**src/rtl/mwa_pkg.sv**
```systemverilog
// Shared types and fixed widths for the moving window average block.
`default_nettype none

package mwa_pkg;

  // Fixed field widths.
  localparam int SAMPLE_W = 16;
  localparam int MEAN_W   = 24;
  localparam int FRAC_W   = 8;

  typedef logic signed [SAMPLE_W-1:0] sample_t;
  typedef logic signed [MEAN_W-1:0]   mean_t;

endpackage

`default_nettype wire

```
**src/rtl/mwa_ring.sv**
```systemverilog
// Sample ring memory with one write port and one registered read port.
`default_nettype none

module mwa_ring #(
  parameter int DEPTH  = 16,
  parameter int ADDR_W = 4
) (
  input  wire logic            clk,
  input  wire logic            wr_en,
  input  wire logic [ADDR_W-1:0] wr_addr,
  input  wire mwa_pkg::sample_t wr_data,
  input  wire logic [ADDR_W-1:0] rd_addr,
  output mwa_pkg::sample_t     rd_data
);
  import mwa_pkg::*;

  sample_t mem [DEPTH];

  // Write port.
  always_ff @(posedge clk) begin
    if (wr_en) begin
      mem[wr_addr] <= wr_data;
    end
  end

  // Registered read port; a read in the write cycle returns the old entry.
  always_ff @(posedge clk) begin
    rd_data <= mem[rd_addr];
  end

endmodule

`default_nettype wire

```
**src/rtl/mwa_div.sv**
```systemverilog
// Restoring serial divider that produces one quotient bit per cycle.
`default_nettype none

module mwa_div #(
  parameter int NUM_W = 28,
  parameter int DEN_W = 5
) (
  input  wire logic             clk,
  input  wire logic             rst,
  input  wire logic             start,
  input  wire logic [NUM_W-1:0] dividend,
  input  wire logic [DEN_W-1:0] divisor,
  output logic                  busy,
  output logic [NUM_W-1:0]      quotient
);
  import mwa_pkg::*;

  localparam int STEP_W = $clog2(NUM_W + 1);

  logic [DEN_W-1:0]  rem;
  logic [DEN_W-1:0]  den;
  logic [NUM_W-1:0]  quo;
  logic [STEP_W-1:0] steps;

  logic [DEN_W:0]    trial;
  logic [DEN_W:0]    diff;
  logic              take;
  logic [DEN_W-1:0]  rem_next;

  // One trial subtraction per cycle on the shifted partial remainder.
  always_comb begin
    trial    = {rem, quo[NUM_W-1]};
    diff     = trial - {1'b0, den};
    take     = (trial >= {1'b0, den});
    rem_next = take ? diff[DEN_W-1:0] : trial[DEN_W-1:0];
  end

  // Control: step counter and busy flag.
  always_ff @(posedge clk) begin
    if (rst) begin
      busy  <= 1'b0;
      steps <= '0;
    end else if (start) begin
      busy  <= 1'b1;
      steps <= STEP_W'(NUM_W);
    end else if (busy) begin
      steps <= steps - 1'b1;
      if (steps == STEP_W'(1)) begin
        busy <= 1'b0;
      end
    end
  end

  // Datapath: dividend bits shift out as quotient bits shift in.
  always_ff @(posedge clk) begin
    if (start) begin
      rem <= '0;
      den <= divisor;
      quo <= dividend;
    end else if (busy) begin
      rem <= rem_next;
      quo <= {quo[NUM_W-2:0], take};
    end
  end

  assign quotient = quo;

endmodule

`default_nettype wire

```
**src/rtl/moving_window_average_top.sv**
```systemverilog
// Numerator width is NUM_W = 24 + clog2(WINDOW_SIZE). Requests are handled one at a time; the
// serial divider retires one quotient bit per cycle while it is busy.
// A new request is taken once the previous result sits in the output register.
// Reset (synchronous, active high) empties the window and drops any pending result;
// ring entries keep their contents and are only read after being rewritten.
`default_nettype none

module moving_window_average_top #(
  parameter int WINDOW_SIZE = 16
) (
  input  wire logic         clk,
  input  wire logic         rst,
  input  wire logic         in_valid,
  output logic              in_stall,
  input  wire mwa_pkg::sample_t sample_value,
  output logic              out_valid,
  input  wire logic         out_stall,
  output mwa_pkg::mean_t    window_mean,
  output logic              window_full
);
  import mwa_pkg::*;

  localparam int SLOT_W = $clog2(WINDOW_SIZE);
  localparam int CNT_W  = $clog2(WINDOW_SIZE + 1);
  localparam int SUM_W  = SAMPLE_W + SLOT_W;
  localparam int NUM_W  = SUM_W + FRAC_W;

  // Sequencer states.
  localparam logic [1:0] ST_IDLE   = 2'd0;
  localparam logic [1:0] ST_UPDATE = 2'd1;
  localparam logic [1:0] ST_START  = 2'd2;
  localparam logic [1:0] ST_WAIT   = 2'd3;

  logic [1:0]               state;
  logic [1:0]               state_next;
  sample_t                  sample_q;
  logic [SLOT_W-1:0]        write_slot;
  logic [CNT_W-1:0]         fill_count;
  logic signed [SUM_W-1:0]  running_sum;
  logic                     full_flag;
  logic                     neg_q;

  sample_t                  old_sample;
  logic signed [SUM_W-1:0]  sum_next;
  logic [CNT_W-1:0]         fill_next;
  logic [SUM_W-1:0]         sum_mag;
  logic                     div_start;
  logic                     div_busy;
  logic [NUM_W-1:0]         div_quo;
  logic [MEAN_W-1:0]        mean_mag;
  logic                     in_accept;
  logic                     out_free;

  assign in_stall  = (state != ST_IDLE);
  assign in_accept = in_valid && !in_stall;
  assign out_free  = !out_valid || !out_stall;
  assign div_start = (state == ST_START);

  // Sample ring, read at the slot about to be overwritten.
  mwa_ring #(
    .DEPTH  (WINDOW_SIZE),
    .ADDR_W (SLOT_W)
  ) u_ring (
    .clk     (clk),
    .wr_en   (state == ST_UPDATE),
    .wr_addr (write_slot),
    .wr_data (sample_q),
    .rd_addr (write_slot),
    .rd_data (old_sample)
  );

  // Running sum: drop the oldest sample once full, then add the new one.
  always_comb begin
    sum_next = running_sum + {{(SUM_W-SAMPLE_W){sample_q[SAMPLE_W-1]}}, sample_q};
    if (full_flag) begin
      sum_next = sum_next - {{(SUM_W-SAMPLE_W){old_sample[SAMPLE_W-1]}}, old_sample};
    end
    fill_next = (fill_count == CNT_W'(WINDOW_SIZE)) ? fill_count : fill_count + 1'b1;
    sum_mag   = running_sum[SUM_W-1] ? SUM_W'(-running_sum) : SUM_W'(running_sum);
  end

  // Serial divider; the divisor is the fill count, which saturates at the window size.
  mwa_div #(
    .NUM_W (NUM_W),
    .DEN_W (CNT_W)
  ) u_div (
    .clk      (clk),
    .rst      (rst),
    .start    (div_start),
    .dividend ({sum_mag, {FRAC_W{1'b0}}}),
    .divisor  (fill_count),
    .busy     (div_busy),
    .quotient (div_quo)
  );

  assign mean_mag = div_quo[MEAN_W-1:0];

  // Next-state logic.
  always_comb begin
    state_next = state;
    unique case (state)
      ST_IDLE: begin
        if (in_accept) begin
          state_next = ST_UPDATE;
        end
      end
      ST_UPDATE: state_next = ST_START;
      ST_START:  state_next = ST_WAIT;
      ST_WAIT: begin
        if (!div_busy && out_free) begin
          state_next = ST_IDLE;
        end
      end
      default:   state_next = ST_IDLE;
    endcase
  end

  // Control and window state.
  always_ff @(posedge clk) begin
    if (rst) begin
      state       <= ST_IDLE;
      write_slot  <= '0;
      fill_count  <= '0;
      running_sum <= '0;
      full_flag   <= 1'b0;
    end else begin
      state <= state_next;
      if (state == ST_UPDATE) begin
        running_sum <= sum_next;
        fill_count  <= fill_next;
        full_flag   <= (fill_next == CNT_W'(WINDOW_SIZE));
        write_slot  <= (write_slot == SLOT_W'(WINDOW_SIZE - 1)) ? '0 : write_slot + 1'b1;
      end
    end
  end

  // Request capture and sign of the mean.
  always_ff @(posedge clk) begin
    if (in_accept) begin
      sample_q <= sample_value;
    end
    if (state == ST_START) begin
      neg_q <= running_sum[SUM_W-1];
    end
  end

  // Output register.
  always_ff @(posedge clk) begin
    if (rst) begin
      out_valid <= 1'b0;
    end else if (state == ST_WAIT && !div_busy && out_free) begin
      out_valid <= 1'b1;
    end else if (!out_stall) begin
      out_valid <= 1'b0;
    end
  end

  always_ff @(posedge clk) begin
    if (state == ST_WAIT && !div_busy && out_free) begin
      window_mean <= neg_q ? mean_t'(-mean_mag) : mean_t'(mean_mag);
      window_full <= full_flag;
    end
  end

endmodule

`default_nettype wire

```
**config.mk**
```make
export PLATFORM = sky130hd
export DESIGN_NAME = moving_window_average_top
export DESIGN_NICKNAME = d
export VERILOG_FILES = /design/src/rtl/mwa_pkg.sv /design/src/rtl/mwa_ring.sv /design/src/rtl/mwa_div.sv /design/src/rtl/moving_window_average_top.sv
export SDC_FILE = /design/constraint.sdc
export NUM_CORES = 1
export LEC_CHECK = 0
export ABC_AREA = 1
export BUFFER_PORTS_ARGS = -buffer_cell sky130_fd_sc_hd__buf_2
export CAP_MARGIN = 20
export CORE_MARGIN = 2
export CORE_UTILIZATION = 40
export CTS_BUF_LIST = sky130_fd_sc_hd__clkbuf_8
export CTS_CLUSTER_DIAMETER = 120
export DETAILED_ROUTE_END_ITERATION = 6
export MAX_ROUTING_LAYER = met4
export PLACE_DENSITY_LB_ADDON = 0.15
export SLEW_MARGIN = 30
export SYNTH_ARGS = -nofsm -noshare
export SYNTH_HDL_FRONTEND = slang
export SYNTH_SLANG_ARGS = --single-unit
```
**constraint.sdc**
```tcl
create_clock -name clk -period 3.6 [get_ports clk]
set_input_delay 0.36 -clock clk [delete_from_list [all_inputs] [get_ports clk]]
set_output_delay 0.36 -clock clk [all_outputs]
set_load 0.01 [all_outputs]
```
==> summary.md <==
| Metric | Value |
|---|---|
| Via count | 13600 |
| Final setup margin | 256 ps |
| Clock Latency Late Sink | 650 ps |
| Antenna violations before repair | 0 |
| Routed WL | 49800 um |
| Fillers | 4258 |
| Drt wl/cell | 19.0 um |
| Residual DRC | 0 |
| GR Overflow Total | 0 |
| Num CTS Buffers | 68 |
| X dimension of the die | 218 um |
| Most used cell, CP | nand2_1 |
| Die area | 47700 um^2 |
| Maximum vdd drop | 417 uV |
| CP Launch Type | flop |
| Largest stage delay on the critical path | 600 ps |
| Most frequent cells in the layout | nand2_1, edfxtp_1, nor2_1 |
| Root buf cell | clkbuf_8 |
| Critical Path RT | 4150 ps |
| Die height | 218 um |
| Antenna-violating nets left | 0 |
| Ys flop type | edfxtp_1 |
| Crit-path cells | ha_1, nand2_1, nor4_1, nand2_1, nand3_1, nand2_1, ha_1, nand2_1, inv_1, nand2_1, nor2_1, nand3b_1, nand4_1, nand3_1, nand2_1, nand3_1, nand2_1, inv_1 |
| Share of cells above drive strength 1 | 0.129 |
| Hold Startpoint | in_valid |
| Vias in the first global route | 13000 |
| Max-slew headroom | 0.440 |
| Avg Vias per Cell | 5.19 |
| Final Cycle Share | 0.929 |
| Lkg Pwr | 8.28 nW |
| DP Wirelength | 33200 um |
| Syn Inst Count | 1844 |
| Asr flop ratio synth | 0 |
| Global-route wire length before repair | 75400 um |
| Buffers on Ports | 46 |
| Clk slew on worst S/H paths | 60 ps |
| Peak Freq | 299 MHz |
| Htree depth | 3 |
| Cell variety after synth | 44 |
| Syn Area/Cell | 9.96 um^2 |
| Pre-CTS setup slack | 219 ps |
| Worst Setup SP | sample_q[15] |
| Core area | 45400 um^2 |
| Seq/Total Area, Yosys | 0.602 |
| Setup_tns | 0 ps |
| Detailed Routing Iterations Pass 1 | 5 |
| Clk_skew | 30.4 ps |
| Hold/Removal Path Class | in -> reg |
| Synthesized area | 18400 um^2 |
| CP max FO | 6 |
| Initial core utilization | 0.405 |
| Worst path arrival time | 3890 ps |
| IO Pins | 47 |
| Tot Pwr | 18.6 mW |
| GRT Overall Usage | 0.217 |
| Synth area leaders | edfxtp_1, dfxtp_1, nand2_1, o21ai_0, nor2_1 |
| CP top delay family | simple AND/OR/NAND/NOR gates |
| Area Growth Syn to Fin | 14.4% |
| Synthesis-stage register bit count | 391 |
| FP Rows | 78 |
| Diodes inserted | 0 |
| RSZ-0062 raised after global routing | false |
| # setup viols final | 0 |
| Clk sinks | 391 |
| Initial DRC count | 974 |
| WHS | 219 ps |
| Routability-driven placement congestion ratio | 0.898 |
| Worst-Margin Slew | 839 ps |
| Tmin final | 3340 ps |
| Final Max Tran Viols | 0 |
| Critical path class | reg -> reg |
| Critical path capture point type | flop |
| Syn. warnings | 0 |
| Slowest CP cell | edfxtp_1 |
| Pwr dens | 884 nW/um^2 |
| Leading area contributor after synthesis | edfxtp_1 |
| Hold Fails Final Rpt | 0 |
| Nets | 2043 |
| Buffers & Inverters on Critical Path | 2 |
| Max cap viols | 0 |
| Post-synth EDFFs | 323 |
| Post-synth top area share | 0.528 |
| FF-to-FF Start | sample_q[15] |
| Largest net degree at the start of global routing | 99 |
| Mapped Nets | 1925 |
| CTS tree | built |
| Max Buffers Root-to-Sink | 3 |
| Status | completed |
[area by class of cell]
class / count / area [um^2] / area share
sequential: 391 / 11100 / 0.526
tap: 600 / 751 / 0.0357
clock inverter: 50 / 234 / 0.0111
timing repair buffer: 118 / 842 / 0.0401
multi-input combinational: 1203 / 6430 / 0.306
clock buffer: 74 / 1020 / 0.0485
inverter: 180 / 678 / 0.0323
[final timing paths]
check | end | slack [ps] | cells past startpoint
worst max-delay path | running_sum[19] | 260 | 18
worst min-delay path | state[1] | 220 | 5
worst max register to register | running_sum[19] | 260 | 18
worst min register to register | u_div.den[3] | 430 | 0
[synthesized netlist by cell type, types with 4 or more instances]
cell / instances
nand2_2: 5
a21oi_1: 76
nor2_1: 231
nand4_1: 26
clkbuf_1: 43
inv_1: 171
o21ai_1: 5
inv_2: 6
a21o_1: 4
a31oi_1: 5
or2_2: 4
nor2_4: 4
nor3_1: 13
ha_1: 58
nor3_2: 5
nand3_1: 81
o22ai_1: 79
xor2_1: 35
dfxtp_1: 68
buf_2: 21
o211ai_1: 12
nand3_2: 9
nor2_2: 7
xnor2_1: 7
nor4_1: 6
nand2_1: 324
o21ai_0: 184
edfxtp_1: 323
buf_1: 5
[through the flow]
stage          instances   util  instance area [um^2]
3_3_place_gp        2475  0.431                 19600
5_1_grt             2616  0.463                 21000
6_report            2616  0.463                 21000
4_1_cts             2616  0.462                 21000
3_5_place_dp        2475  0.431                 19600
2_1_floorplan       1844      -                 18400
[power breakdown]
| group | switching [mW] | total [mW] | internal, mW |
|---|---|---|---|
| Clock | 1.85 | 3.76 | 1.91 |
| Combinational | 5.63 | 8.42 | 2.78 |
| Sequential | 0.541 | 6.40 | 5.86 |
| Total | 8.02 | 18.6 | 10.6 |
[repair_timing]
action | CTS | global route
buffers inserted | 0 | 0
hold endpoints to repair | 17 | 0
hold buffers | 17 | 0
endpoints found under the setup margin | 0 | 7
gates resized for setup | 0 | 8
[cell families (layout without fill, tap and decap cells)]
group / count (synthesis) / count (layout) / share of synthesized area
AOI/OAI and AO/OA: 380 / 380 / 0.114
xor gates and xnor gates: 42 / 42 / 0.0200
adders and majority gates: 61 / 61 / 0.0428
DFF: 391 / 391 / 0.602
buffers and inverters: 250 / 422 / 0.0528
and+or+nand+nor: 720 / 720 / 0.169
[registers in the layout (all words and copies together), names as in the netlist, 16 cells and up]
register	flops
u_div.quotient	28
u_ring.rd_data	16
sample_q	16
u_ring.mem	256
running_sum	20
window_mean	24
[routing by layer]
metal	vias up	global-route usage	share of wire
met5	-	-	0
met4	0	0.0780	0.026
met3	80	0.0349	0.059
met2	358	0.319	0.44
met1	6475	0.303	0.48
li1	6657	-	-
[tightest hold or removal path: cells and delay by family]
| family | cells | cell delay, ps |
|---|---|---|
| and+or+nand+nor | 1 | 40 |
| buffers and inverters | 2 | 170 |
| AOI/OAI and AO/OA | 2 | 230 |
Note: power is estimated with default switching activity, not from simulation.
